**src/rtl/tnop_pkg.sv**
```systemverilog
// tnop_pkg: shared constants, types and the terminal-type request table
// for the telnet option parser
// depends on nothing
package tnop_pkg;

	localparam int SUB_KEEP_DEF = 4;
	localparam int NAWS_LEN     = 4;
	localparam int TTYPE_LEN    = 6;

	localparam logic [7:0] B_IAC  = 8'hFF;
	localparam logic [7:0] B_DONT = 8'hFE;
	localparam logic [7:0] B_DO   = 8'hFD;
	localparam logic [7:0] B_WONT = 8'hFC;
	localparam logic [7:0] B_WILL = 8'hFB;
	localparam logic [7:0] B_SB   = 8'hFA;
	localparam logic [7:0] B_SE   = 8'hF0;

	localparam logic [7:0] OPT_BINARY = 8'd0;
	localparam logic [7:0] OPT_ECHO   = 8'd1;
	localparam logic [7:0] OPT_SGA    = 8'd3;
	localparam logic [7:0] OPT_TTYPE  = 8'd24;
	localparam logic [7:0] OPT_NAWS   = 8'd31;
	localparam logic [7:0] QUAL_SEND  = 8'd1;

	localparam logic [15:0] COLS_RST = 16'd80;
	localparam logic [15:0] ROWS_RST = 16'd24;

	typedef enum logic [2:0] {
		ST_DATA,
		ST_IAC,
		ST_CMD,
		ST_SBOPT,
		ST_SBDATA,
		ST_SBIAC
	} parse_st_t;

	typedef enum logic [1:0] {
		CMD_WILL,
		CMD_WONT,
		CMD_DO,
		CMD_DONT
	} cmd_t;

	typedef enum logic [1:0] {
		ACT_NONE,
		ACT_DATA,
		ACT_REPLY,
		ACT_TTYPE
	} act_t;

	typedef struct packed {
		logic       rd_en;
		logic       set_en;
		logic [7:0] opt;
	} map_req_t;

	function automatic logic [7:0] ttype_byte(input logic [2:0] idx);
		logic [7:0] r;
		case (idx)
			3'd0: r = B_IAC;
			3'd1: r = B_SB;
			3'd2: r = OPT_TTYPE;
			3'd3: r = QUAL_SEND;
			3'd4: r = B_IAC;
			default: r = B_SE;
		endcase
		return r;
	endfunction

endpackage

```
**src/rtl/tnop_replied_map.sv**
```systemverilog
// tnop_replied_map: 256 x 1 map of options already answered, one
// synchronous read-modify-write port, swept clear after reset
// depends on tnop_pkg
module tnop_replied_map (
	input  logic                clk,
	input  logic                arst_n,
	input  tnop_pkg::map_req_t  req,
	output logic                rd_bit,
	output logic                busy
);

	logic       mem [256];
	logic       rd_bit_q;
	logic [7:0] clr_q;
	logic       busy_q;

	// read returns the old bit when the same entry is set in that cycle
	always_ff @(posedge clk) begin
		if (req.rd_en) begin
			rd_bit_q <= mem[req.opt];
		end
		if (busy_q) begin
			mem[clr_q] <= 1'b0;
		end else if (req.set_en) begin
			mem[req.opt] <= 1'b1;
		end
	end

	always_ff @(posedge clk or negedge arst_n) begin
		if (!arst_n) begin
			busy_q <= 1'b1;
			clr_q  <= '0;
		end else if (busy_q) begin
			clr_q <= clr_q + 8'd1;
			if (clr_q == 8'hFF) begin
				busy_q <= 1'b0;
			end
		end
	end

	assign rd_bit = rd_bit_q;
	assign busy   = busy_q;

endmodule

```
**src/rtl/telnet_option_parser.sv**
```systemverilog
// telnet_option_parser: top level of the telnet option negotiation parser
// depends on tnop_pkg and tnop_replied_map
//
// Received telnet bytes enter one per beat on s_axis; application data and
// reply bytes leave on m_axis, told apart by m_axis_tuser, with m_axis_tlast
// on the final beat caused by each input byte. A byte that gives results
// holds the input until its last result beat is loaded (one for data, three
// for an option reply not yet answered, six for the terminal-type request),
// so plain data flows at one byte per cycle while m_axis_tready stays high.
// The option map is a synchronous memory read as the option byte is taken;
// the reply decision waits on that registered read in the emit stage. After
// reset the map is swept clear, during which s_axis_tready stays low.
module telnet_option_parser #(
	parameter int SUB_KEEP = tnop_pkg::SUB_KEEP_DEF
) (
	input  logic        clk,
	input  logic        arst_n,
	input  logic        s_axis_tvalid,
	output logic        s_axis_tready,
	input  logic [7:0]  s_axis_tdata,   // in_byte
	output logic        m_axis_tvalid,
	input  logic        m_axis_tready,
	output logic [47:0] m_axis_tdata,   // out_byte, term_cols, term_rows, naws_on, zero pad
	output logic        m_axis_tlast,   // last
	output logic        m_axis_tuser    // kind
);

	localparam int CNT_W = $clog2(SUB_KEEP + 1);
	localparam int IDX_W = $clog2(SUB_KEEP);

	tnop_pkg::parse_st_t st_q, st_nxt;
	tnop_pkg::cmd_t      held_q;
	logic [7:0]          sopt_q;
	logic [CNT_W-1:0]    cnt_q;
	logic [7:0]          sub_q [SUB_KEEP];
	logic [15:0]         cols_q, rows_q;
	logic                naws_q;

	logic [7:0]          b;
	logic                acc;
	logic                will;
	tnop_pkg::act_t      act;
	logic [7:0]          rep_cmd;
	logic                rd, set;
	logic                naws_set, naws_clr;
	logic                sub_wr, sopt_ld, win_ld, held_ld;
	tnop_pkg::map_req_t  req;
	logic                map_bit, busy;

	logic                valid_s1;
	tnop_pkg::act_t      act_s1;
	logic [7:0]          byte_s1;
	logic [7:0]          cmd_s1;
	logic [2:0]          idx_q;
	logic [2:0]          n;
	logic [7:0]          emit_byte;
	logic                out_free, load, is_last, done;

	logic                out_valid_q, out_kind_q, out_last_q, out_naws_q;
	logic [7:0]          out_byte_q;
	logic [15:0]         out_cols_q, out_rows_q;

	assign b   = s_axis_tdata;
	assign acc = s_axis_tvalid && s_axis_tready;
	assign will = (held_q == tnop_pkg::CMD_WILL) || (held_q == tnop_pkg::CMD_DO);

	// next parse state
	always_comb begin
		st_nxt = st_q;
		case (st_q)
			tnop_pkg::ST_DATA: begin
				if (b == tnop_pkg::B_IAC) st_nxt = tnop_pkg::ST_IAC;
			end
			tnop_pkg::ST_IAC: begin
				if (b inside {[tnop_pkg::B_WILL:tnop_pkg::B_DONT]}) begin
					st_nxt = tnop_pkg::ST_CMD;
				end else if (b == tnop_pkg::B_SB) begin
					st_nxt = tnop_pkg::ST_SBOPT;
				end else begin
					st_nxt = tnop_pkg::ST_DATA;
				end
			end
			tnop_pkg::ST_CMD:    st_nxt = tnop_pkg::ST_DATA;
			tnop_pkg::ST_SBOPT:  st_nxt = tnop_pkg::ST_SBDATA;
			tnop_pkg::ST_SBDATA: begin
				if (b == tnop_pkg::B_IAC) st_nxt = tnop_pkg::ST_SBIAC;
			end
			tnop_pkg::ST_SBIAC: begin
				if (b == tnop_pkg::B_IAC) st_nxt = tnop_pkg::ST_SBDATA;
				else st_nxt = tnop_pkg::ST_DATA;
			end
			default: st_nxt = tnop_pkg::ST_DATA;
		endcase
	end

	// per-byte decode
	always_comb begin
		act      = tnop_pkg::ACT_NONE;
		rep_cmd  = tnop_pkg::B_DO;
		rd       = 1'b0;
		set      = 1'b0;
		naws_set = 1'b0;
		naws_clr = 1'b0;
		sub_wr   = 1'b0;
		sopt_ld  = 1'b0;
		win_ld   = 1'b0;
		held_ld  = 1'b0;
		case (st_q)
			tnop_pkg::ST_DATA: begin
				if (b != tnop_pkg::B_IAC) act = tnop_pkg::ACT_DATA;
			end
			tnop_pkg::ST_IAC: begin
				if (b == tnop_pkg::B_IAC) begin
					act = tnop_pkg::ACT_DATA;
				end else if (b inside {[tnop_pkg::B_WILL:tnop_pkg::B_DONT]}) begin
					held_ld = 1'b1;
				end
			end
			tnop_pkg::ST_CMD: begin
				case (b)
					tnop_pkg::OPT_NAWS: begin
						if (will) begin
							naws_set = 1'b1;
							act      = tnop_pkg::ACT_REPLY;
							rep_cmd  = tnop_pkg::B_DO;
							rd       = 1'b1;
							set      = 1'b1;
						end else begin
							naws_clr = 1'b1;
						end
					end
					tnop_pkg::OPT_TTYPE: begin
						if (will) act = tnop_pkg::ACT_TTYPE;
					end
					tnop_pkg::OPT_BINARY, tnop_pkg::OPT_ECHO, tnop_pkg::OPT_SGA: begin
						act     = tnop_pkg::ACT_REPLY;
						rep_cmd = will ? tnop_pkg::B_DO : tnop_pkg::B_DONT;
						rd      = 1'b1;
						set     = 1'b1;
					end
					default: begin
						act     = tnop_pkg::ACT_REPLY;
						rep_cmd = will ? tnop_pkg::B_DONT : tnop_pkg::B_DO;
						rd      = 1'b1;
						set     = 1'b1;
					end
				endcase
			end
			tnop_pkg::ST_SBOPT: sopt_ld = 1'b1;
			tnop_pkg::ST_SBDATA: begin
				if (b != tnop_pkg::B_IAC) sub_wr = 1'b1;
			end
			tnop_pkg::ST_SBIAC: begin
				if (b == tnop_pkg::B_SE) begin
					win_ld = (sopt_q == tnop_pkg::OPT_NAWS) &&
						(cnt_q >= CNT_W'(tnop_pkg::NAWS_LEN));
				end else if (b == tnop_pkg::B_IAC) begin
					sub_wr = 1'b1;
				end
			end
			default: act = tnop_pkg::ACT_NONE;
		endcase
	end

	always_comb begin
		req.rd_en  = acc && rd;
		req.set_en = acc && set;
		req.opt    = b;
	end

	tnop_replied_map u_map (
		.clk    (clk),
		.arst_n (arst_n),
		.req    (req),
		.rd_bit (map_bit),
		.busy   (busy)
	);

	always_ff @(posedge clk or negedge arst_n) begin
		if (!arst_n) begin
			st_q   <= tnop_pkg::ST_DATA;
			held_q <= tnop_pkg::CMD_WILL;
			sopt_q <= '0;
			cnt_q  <= '0;
			cols_q <= tnop_pkg::COLS_RST;
			rows_q <= tnop_pkg::ROWS_RST;
			naws_q <= 1'b0;
		end else if (acc) begin
			st_q <= st_nxt;
			if (held_ld) held_q <= tnop_pkg::cmd_t'(2'(b - tnop_pkg::B_WILL));
			if (sopt_ld) begin
				sopt_q <= b;
				cnt_q  <= '0;
			end
			if (sub_wr && (cnt_q < CNT_W'(SUB_KEEP))) cnt_q <= cnt_q + CNT_W'(1);
			if (win_ld) begin
				cols_q <= {sub_q[0], sub_q[1]};
				rows_q <= {sub_q[2], sub_q[3]};
			end
			if (naws_set) naws_q <= 1'b1;
			if (naws_clr) naws_q <= 1'b0;
		end
	end

	always_ff @(posedge clk) begin
		if (acc && sub_wr && (cnt_q < CNT_W'(SUB_KEEP))) begin
			sub_q[cnt_q[IDX_W-1:0]] <= b;
		end
	end

	// emit stage
	always_comb begin
		case (act_s1)
			tnop_pkg::ACT_DATA:  n = 3'd1;
			tnop_pkg::ACT_REPLY: n = map_bit ? 3'd0 : 3'd3;
			tnop_pkg::ACT_TTYPE: n = 3'(tnop_pkg::TTYPE_LEN);
			default:             n = 3'd0;
		endcase
	end

	always_comb begin
		case (act_s1)
			tnop_pkg::ACT_REPLY: begin
				if (idx_q == 3'd0) emit_byte = tnop_pkg::B_IAC;
				else if (idx_q == 3'd1) emit_byte = cmd_s1;
				else emit_byte = byte_s1;
			end
			tnop_pkg::ACT_TTYPE: emit_byte = tnop_pkg::ttype_byte(idx_q);
			default:             emit_byte = byte_s1;
		endcase
	end

	assign out_free      = !out_valid_q || m_axis_tready;
	assign load          = valid_s1 && (n != 3'd0) && out_free;
	assign is_last       = idx_q == (n - 3'd1);
	assign done          = valid_s1 && ((n == 3'd0) || (load && is_last));
	assign s_axis_tready = !busy && (!valid_s1 || done);

	always_ff @(posedge clk or negedge arst_n) begin
		if (!arst_n) begin
			valid_s1    <= 1'b0;
			idx_q       <= '0;
			out_valid_q <= 1'b0;
		end else begin
			if (acc) valid_s1 <= 1'b1;
			else if (done) valid_s1 <= 1'b0;
			if (done) idx_q <= '0;
			else if (load) idx_q <= idx_q + 3'd1;
			if (load) out_valid_q <= 1'b1;
			else if (m_axis_tready) out_valid_q <= 1'b0;
		end
	end

	always_ff @(posedge clk) begin
		if (acc) begin
			act_s1  <= act;
			byte_s1 <= b;
			cmd_s1  <= rep_cmd;
		end
		if (load) begin
			out_byte_q <= emit_byte;
			out_kind_q <= act_s1 != tnop_pkg::ACT_DATA;
			out_last_q <= is_last;
			out_cols_q <= cols_q;
			out_rows_q <= rows_q;
			out_naws_q <= naws_q;
		end
	end

	assign m_axis_tvalid = out_valid_q;
	assign m_axis_tdata  = {7'd0, out_naws_q, out_rows_q, out_cols_q, out_byte_q};
	assign m_axis_tlast  = out_last_q;
	assign m_axis_tuser  = out_kind_q;

endmodule

```
**config.mk**
```make
export PLATFORM = sky130hd
export DESIGN_NAME = telnet_option_parser
export DESIGN_NICKNAME = d
export VERILOG_FILES = /design/src/rtl/tnop_pkg.sv /design/src/rtl/tnop_replied_map.sv /design/src/rtl/telnet_option_parser.sv
export SDC_FILE = /design/constraint.sdc
export NUM_CORES = 1
export LEC_CHECK = 0
export ABC_CLOCK_PERIOD_IN_PS = 17400
export BUFFER_PORTS_ARGS = -buffer_cell sky130_fd_sc_hd__buf_2
export CAP_MARGIN = 10
export CORE_MARGIN = 2
export CORE_UTILIZATION = 65
export DETAILED_ROUTE_END_ITERATION = 10
export PLACE_DENSITY_LB_ADDON = 0.1
export SLEW_MARGIN = 40
export SYNTH_ARGS = -nofsm -noshare
export SYNTH_HDL_FRONTEND = slang
export SYNTH_SLANG_ARGS = --single-unit
export TNS_END_PERCENT = 50
```
**constraint.sdc**
```tcl
create_clock -name clk -period 17.4 [get_ports clk]
set_input_delay 1.74 -clock clk [delete_from_list [all_inputs] [get_ports clk]]
set_output_delay 1.74 -clock clk [all_outputs]
set_load 0.05 [all_outputs]
```
## Yosys cells after proc, flatten, opt, wreduce, memory -nomap -nowiden

Memories as Yosys holds them, arrays and structs flattened. A register that Yosys moved wholly into a read port is not among the register bits.
Index checks and enable logic that the tools add are counted.

- Register bits after elaboration: 92
- Word-level logic and storage cells: 162
- Memories: 2
- Output and inout port bits: 52
- Bits in latches: 0
- Input bits: 12
- RAM bits: 288
- Bits in read-only memories: 0

Memories:

| memory | words | width | rd ports | clocked after Yosys merged registers in | wr ports | RTL line | RTL |
|---|---|---|---|---|---|---|---|
| u_map.mem | 256 | 1 | 1 | 1 | 1 | tnop_replied_map.sv:12 | `logic mem [256];` |
| sub_q | 4 | 8 | 4 | 4 | 1 | telnet_option_parser.sv:35 | `logic [7:0] sub_q [SUB_KEEP];` |

- Muxes and demuxes: 61
- Magnitude comparators: 4
- Divide/modulo/power cells: 0
- Add/subtract/negate cells: 5
- Shift operators: 0
- Reductions and logical operators: 44
- Eq/ne operators: 27
- Bitwise gates (word level): 0
- $mul: 0

Operators by type and width:

| kind | count |
|---|---|
| two-way mux 1 bit | 35 |
| equality test 8 bit, second input constant | 4 |
| case mux 8 bit (4 select lines) | 1 |
| equality test 8 x 5 -> 1 bit, second input constant | 3 |
| two-way mux 8 bit | 3 |
| two-way mux 3 bit | 7 |
| case mux 8 bit (2 select lines) | 1 |
| case mux 3 bit (5 select lines) | 1 |
| two-way mux 2 bit | 7 |
| equality test 3 x 2 -> 1 bit, second input constant | 4 |
| logical AND 1 bit | 12 |
| AND reduction 2 bit | 5 |
| nonzero test 2 bit | 5 |
| equality test 3 bit, second input constant | 3 |
| zero test 3 bit | 3 |
| case mux 3 bit (3 select lines) | 1 |
| adder 8 x 1 -> 8 bit, second input constant | 1 |
| equality test 8 x 1 -> 1 bit, second input constant | 1 |
| equality test 8 x 2 -> 1 bit, second input constant | 1 |
| greater-or-equal comparator 8 bit, second input constant | 1 |
| <= comparator 8 bit, second input constant | 1 |
| zero test 8 bit | 1 |
| != test 8 bit, second input constant | 1 |
| case mux 2 bit (2 select lines) | 2 |
| other kinds (21) | 37 |

## Depth between registers and ports, before layout

Gate-level depths: netlist of the first run.

- Depth after elaboration: 17
- Depth in mapped cells: 15
- Depth with buffers taken out: 12

## Hierarchy

A second synthesis of the first run with hierarchy kept.

- Cell total of the unflattened synthesis: 1,233
- Area total of the unflattened synthesis: 17,425.5 µm²

Modules (own cells, without submodules):

| module | cells each | area an instance (µm²) | instances | seq. area each (µm²) |
|---|---|---|---|---|
| tnop_replied_map | 881 | 11,835.1 | 1 | 7,943.9 |
| telnet_option_parser | 352 | 5,590.4 | 1 | 3,943.8 |

## Worst setup path before layout of the first run

No wires, ideal clock.

- Path kind: in2reg
- Start: in s_axis_tdata[0]
- End: mem u_map.mem[150] (enable)
- Path buffers: 6
- Library setup time: 312 ps
- Stages on the path: 15
- Required time: 17,088 ps
- Setup slack: 9,927 ps
- Arrival time: 7,161 ps
- Cells stage by stage: buf_4 > buf_4 > buf_6 > buf_6 > clkinv_1 > ha_1 > nand2b_1 > a21o_1 > and2_1 > buf_4 > nand2_1 > inv_1 > a2bb2oi_2 > buf_2 > nor3_1

- Cells in the longest elaborated chain, start to end: 9
- Elaborated cells between the ends (all ways): 11
- Classes of those cells: 2 x eq/ne; 7 x mux; 2 x reduce/logical

Ends and longest elaborated chain:

| what | RTL line | RTL |
|---|---|---|
| start, declared | telnet_option_parser.sv:20 | `input logic [7:0] s_axis_tdata,` |
| equality test 8 x 5 -> 1 bit | telnet_option_parser.sv:120 | `case (b)` |
| case mux 1 bit (2 select lines) | telnet_option_parser.sv:120 |  |
| two-way mux 1 bit | telnet_option_parser.sv:108 | `case (st_q)` |
| logical AND 1 bit | telnet_option_parser.sv:167 | `req.set_en = acc && set;` |
| two-way mux 1 bit | tnop_replied_map.sv:24 | `end else if (req.set_en) begin` |
| two-way mux 1 bit | tnop_replied_map.sv:22 | `if (busy_q) begin` |
| two-way mux 1 bit (not written as such) | tnop_replied_map.sv:25 | `mem[req.opt] <= 1'b1;` |
| OR reduction 1 bit (no line) | -- |  |
| two-way mux 8 bit (no line) / two-way mux 1 bit (equally long branches) | -- |  |
| end, declared | tnop_replied_map.sv:12 |  |

Several ways; a longest one is shown, not always the timed one.

## Worst setup path in the final report of the first run

- Start: in s_axis_tdata[1]
- End: mem u_map.mem[147] (enable)

The elaborated chain is that of the path after synthesis.

==> flow_summary.yaml, run 1 <==
status:
  status: "completed"
grt:
  antenna_found_initial: 0
  grt_overflow: 0
  use_met2_pct: 44.84
  use_met3_pct: 4.291
  grt_pass1_vias: 10283
  grt.busiest_layer: "met2"
  grt_pass1_wl_um: 58620
  use_met1_pct: 37.03
  grt_max_degree: 155
  grt_usage_pct: 27.17
sta:
  slew_violations: 0
  worst_pin_slew_ps: 826.3
  timing.final.ws_setup_ps: 11850
  slew_headroom_pct: 44.91
  fin_skew_ps: 17.29
  tns_ps: 0
  fin_crit_ps: 5554
  period_share_pct: 31.92
  whs_ps: 444.9
  rsz0062_at_grt: "false"
  setup_viol: 0
  hold_viol: 0
  max_freq_ghz: 0.1801
worst_setup_path:
  cp.arrival_ps: 5760
  path_class: "in2reg"
  worstSetupStartpointType: "input pin"
  crit_fanout: 154
  endpoint_kind: "register"
  reg2reg_depth: 13
  critPathRequiredTime_ps: 17610
floorplan:
  fp-row-count: 60
  initial_core_util_pct: 66.21
  die_y_um: 169.7
  ios: 64
  die_x_um: 169.7
  core_area_mm2: 0.02695
  dieArea_mm2: 0.02879
clock_tree:
  clk_path_buf_depth: 3
  clk_pin_slew_ps: 50
  cts_tree: "done"
  cts.sinks: 406
  clock_latency_ps: 530
  clockRootBuffer: "clkbuf_16"
  htree_levels: 2
  tritoncts.num_buffers: 42
  cts_resized: 0
  cts_hold_buffers: 0
  post_cts_buffers: 0
synth:
  synth-edff-count: 344
  avgSynthCellArea_um2: 14.48
  ys.flop_type: "edfxtp_1"
  syn_inst: 1232
  async_flop_share_pct: 15.27
  ys.warnings.count: 0
  ys_seq_elements: 406
  synth.distinct_cells: 72
  synth_area_mm2: 0.01784
  ys_seq_area_share_pct: 66.62
routing:
  drtPass1Iterations: 6
  post-route-drc-count: 0
  drt-initial-drc-count: 1134
  dr_total_vias: 10417
  via_per_inst: 6.352
  post_drt_wl_per_cell_um: 23.02
  drt-total-wl_um: 37750
  ant_nets: 0
final_layout:
  multi_input_area_mm2: 0.005525
  fill_cells: 1720
  fin_nets: 1293
  syn_to_final_growth_pct: 10.85
  layout-drive-gt1-share_pct: 24.40
  diodes: 0
  fin_util_pct: 73.40
  seq_area_mm2: 0.01189
run:
  maxCapViolCount: 0
power_and_ir_drop:
  power_density_mw_per_mm2: 122.0
  total_power_mw: 2.414
  p_leak_nw: 6.100
  ir_worst_vdd_v: 0.00008717
placement:
  place_congestion: 0.8248
  portBuffers: 56
  dp_slack_ps: 10610
  hpwlAfterDp_um: 21290
hold_path:
  whs_path_depth: 0
  hp-class: "reg2reg"
## placed cells by master, fill, tap and decap left out, drive strengths merged, types with 21 or more instances in the layout
cell and n:
dfrtp 57, mux2 38, o21ai 26, edfxtp 344, nor3 39, clkbuf 56
o22ai 21, mux4 63, nand2 60, nor2 277, buf 71
## cell families after synthesis
family,Yosys count,share of synthesized area [%]
AO/OA/AOI/OAI,133,6.275
XOR/XNOR,12,0.5890
adder cells (fa/ha/maj),15,1.052
buffers and inverters,105,3.204
flip-flops,406,66.62
multiplexers,110,10.85
other,1,0.02101
AND/OR/NAND/NOR,450,11.39
## report_power, final
group | total (mW) | switching (mW) | leakage [nW] | internal (mW)
clock | 0.923 | 0.358 | 0.705 | 0.565
sequential | 1.15 | 0.0277 | 3.41 | 1.12
combinational | 0.346 | 0.263 | 1.99 | 0.0824
total | 2.41 | 0.649 | 6.10 | 1.76
## per-layer routing
| metal | routed length (µm) | share of wire [%] |
|---|---|---|
| met1 | 14890 | 39 |
| met2 | 18430 | 49 |
| met3 | 3015 | 8.0 |
| met4 | 1410 | 3.7 |
| met5 | 0 | 0 |
## synthesized netlist by cell type (all sizes together), types with 11 or more instances
cell type	instances	area share, %
a21oi	19	0.74
buf	72	2.5
clkbuf	15	0.32
dfrtp	57	8.0
edfxtp	344	58
ha	15	1.1
inv	17	0.36
mux2	38	2.4
mux4	63	8.0
nand2	60	1.3
nand2b	19	0.67
nand3	11	0.31
nor2	277	5.9
nor3	39	1.3
o21ai	26	0.96
o22ai	21	1.3
## path summary, 6_finish.rpt
kind	from	end	slack [ps]
max in group asynchronous	arst_n	rows_q[4]	15590
max	s_axis_tdata[1]	u_map.mem[147]	11850
min in group asynchronous	arst_n	cols_q[10]	1210
min	cols_q[14]	out_cols_q[14]	440
max reg2reg	act_s1[0]	u_map.mem[147]	12610
min reg2reg	cols_q[14]	out_cols_q[14]	440
## critical path: stages
cell	delay, ps
buf_4	380
buf_4	700
inv_1	300
ha_1	330
nand2b_1	120
a21o_1	140
and2_2	470
nand2_1	300
inv_8	560
a2bb2oi_2	360
nor3_1	300
## flip-flops by register name (all words and copies together) (netlist names), 3 cells and up
signal,flops
u_map.mem,256
sub_q,32
cols_q,16
out_cols_q,16
out_rows_q,16
rows_q,16
byte_s1,8
out_byte_q,8
sopt_q,8
u_map.clr_q,8
cnt_q,3
idx_q,3
st_q,3
## stage by stage
stage / instance area, µm² / std cells
CTS: 19760 / 1639
global placement: 18190 / 1561
finish: 19780 / 1640
detailed placement: 18310 / 1562
floorplan: 17870 / 1238
global route: 19780 / 1640
## area by class of cell
class	instances	area share, %
inverter	18	0.3795
timing repair buffer	71	2.113
clock inverter	21	1.176
clock buffer	56	6.148
tap	341	2.157
multi-input combinational	727	27.93
sequential	406	60.10
(Power assumes the default switching activity.)
==> run 2, diff against run 1 <==
--- a/config.mk
+++ b/config.mk
@@ -5,11 +5,11 @@
 export SDC_FILE = /design/constraint.sdc
 export NUM_CORES = 1
 export LEC_CHECK = 0
-export ABC_CLOCK_PERIOD_IN_PS = 17400
+export ABC_CLOCK_PERIOD_IN_PS = 5700
 export BUFFER_PORTS_ARGS = -buffer_cell sky130_fd_sc_hd__buf_2
 export CAP_MARGIN = 10
 export CORE_MARGIN = 2
-export CORE_UTILIZATION = 65
+export CORE_UTILIZATION = 62
 export DETAILED_ROUTE_END_ITERATION = 10
 export PLACE_DENSITY_LB_ADDON = 0.1
 export SLEW_MARGIN = 40
==> constraint.sdc (replaced) <==
create_clock -name clk -period 5.7 [get_ports clk]
set_input_delay 0.57 -clock clk [delete_from_list [all_inputs] [get_ports clk]]
set_output_delay 0.57 -clock clk [all_outputs]
set_load 0.05 [all_outputs]
==> run 2 against run 1 <==
Sequential power rose to 3.0 times the previous value. Global-route usage is 0.31 points lower. Clock skew decreased by 5.5 ps. Sequential share of layout area is essentially flat. Wire length is 5.1% higher. Total power grew to 3.0 times the previous value. Design area is essentially flat. Clock power grew to 2.9 times the previous value. First-iteration DRC count rose by 2.5%. Via count up 0.74%.
==> flow_summary.yaml, run 2 (synthesized netlist as in run 1, its figures left out) <==
routing:
  ant_nets: 0
  post-route-drc-count: 0
  dr_total_vias: 10494
  drt-total-wl_um: 39660
  via_per_inst: 6.195
  drt-initial-drc-count: 1162
  drtPass1Iterations: 5
  met1Wirelength_um: 15940
  met2_length_um: 19030
  wl_met3_um: 3014
  top_layer: "met4"
  post_drt_wl_per_cell_um: 23.41
final_layout:
  fin_nets: 1302
  syn_to_final_growth_pct: 10.93
  final_common_cell: "edfxtp_1"
  layout-drive-gt1-share_pct: 24.29
  largest_reg_flops: 256
  largest_register: "u_map.mem"
  final_cell_mix: "edfxtp_1, nor2_1, mux4_2, nand2_1, dfrtp_1"
floorplan:
  dieArea_mm2: 0.03015
  core_area_mm2: 0.02855
  fp-row-count: 62
  ios: 64
  initial_core_util_pct: 62.51
  die_x_um: 173.7
  die_y_um: 173.7
sta:
  setup_viol: 0
  tns_ps: 0
  hold_viol: 0
  worst_pin_slew_ps: 896.6
  rsz0062_at_grt: "false"
  slew_violations: 0
  fin_skew_ps: 11.77
  whs_ps: 78.78
  slew_headroom_pct: 40.10
  period_share_pct: 73.69
  fin_crit_ps: 4200
  max_freq_ghz: 0.2381
grt:
  grt_usage_pct: 26.86
  grt_pass1_wl_um: 60770
  grt_overflow: 0
  antenna_found_initial: 0
  grt_pass1_vias: 10507
  grt_max_degree: 237
clock_tree:
  post_cts_buffers: 0
  cts.sinks: 406
  htree_levels: 2
  clock_latency_ps: 550
  tritoncts.num_buffers: 42
  clk_pin_slew_ps: 60
  clockRootBuffer: "clkbuf_16"
  cts_hold_buffers: 0
  clk_path_buf_depth: 3
  cts_tree: "done"
  cts_resized: 0
placement:
  portBuffers: 56
  place_congestion: 0.8539
  hpwlAfterDp_um: 22740
worst_setup_path:
  cp.arrival_ps: 4370
  crit_fanout: 159
  worstSetupStartpointType: "register"
  endpoint_kind: "register"
  path_class: "reg2reg"
  critPathRequiredTime_ps: 5870
  rrSetupSlack_ps: 1500
status:
  status: "completed"
power_and_ir_drop:
  ir_worst_vdd_v: 0.0002660
  total_power_mw: 7.241
  power_density_mw_per_mm2: 365.8
  p_leak_nw: 6.049
run:
  maxCapViolCount: 0
hold_path:
  hp-class: "in2async"
[run 2: final cells by class]
| class | count | area (µm²) |
|---|---|---|
| fill | 2004 | 8752 |
| sequential | 406 | 11890 |
| tap | 384 | 480.5 |
| multi-input combinational | 727 | 5490 |
| inverter | 18 | 71.32 |
| clock buffer | 59 | 1156 |
| clock inverter | 19 | 192.7 |
| timing repair buffer | 80 | 514.2 |
| antenna | 1 | 2.502 |
[run 2: final timing paths]
check / cells after the start / from / to
setup reg to reg: 12 / act_s1[0] / u_map.mem[39]
setup / recovery: 12 / act_s1[0] / u_map.mem[39]
min in group clk: 3 / m_axis_tready / m_axis_tvalid
max in group asynchronous: 2 / arst_n / rows_q[9]
hold reg to reg: 0 / rows_q[9] / out_rows_q[9]
hold / removal: 2 / arst_n / idx_q[1]
[run 2: worst max-delay path, stage by stage, from the launching register on]
cell,delay [ps]
edfxtp_1,590
nor2b_1,290
nor2_1,80
ha_1,190
xnor2_1,250
nor2_1,100
a31o_2,250
a21oi_4,370
inv_2,310
nand2_1,250
clkinvlp_4,360
buf_12,310
buf_16,280
[run 2: power breakdown]
group          internal, mW  leakage [nW]  switching [mW]  total (mW)
Sequential             3.41          3.41          0.0852        3.50
Clock                  1.56         0.647            1.12        2.68
Combinational         0.255          1.99           0.808        1.06
[run 2: layer usage]
metal,global-route usage (%),vias to the layer above
met4,10.68,0
met1,36.81,5271
met2,43.65,458
met3,4.671,117
li1,-,4648
met5,0,-
[run 2: per-stage QoR]
stage                     std cells  area [µm²]  utilization, %  worst slack [ps]
final                          1694       19800           69.34              1500
after global routing           1693       19790           69.33              1101
after CTS                      1692       19740           69.14              1555
after detailed placement       1614       18390           64.41              1092
after global placement         1613       18330           64.19              1203
after floorplan                1238       17870               -             340.5
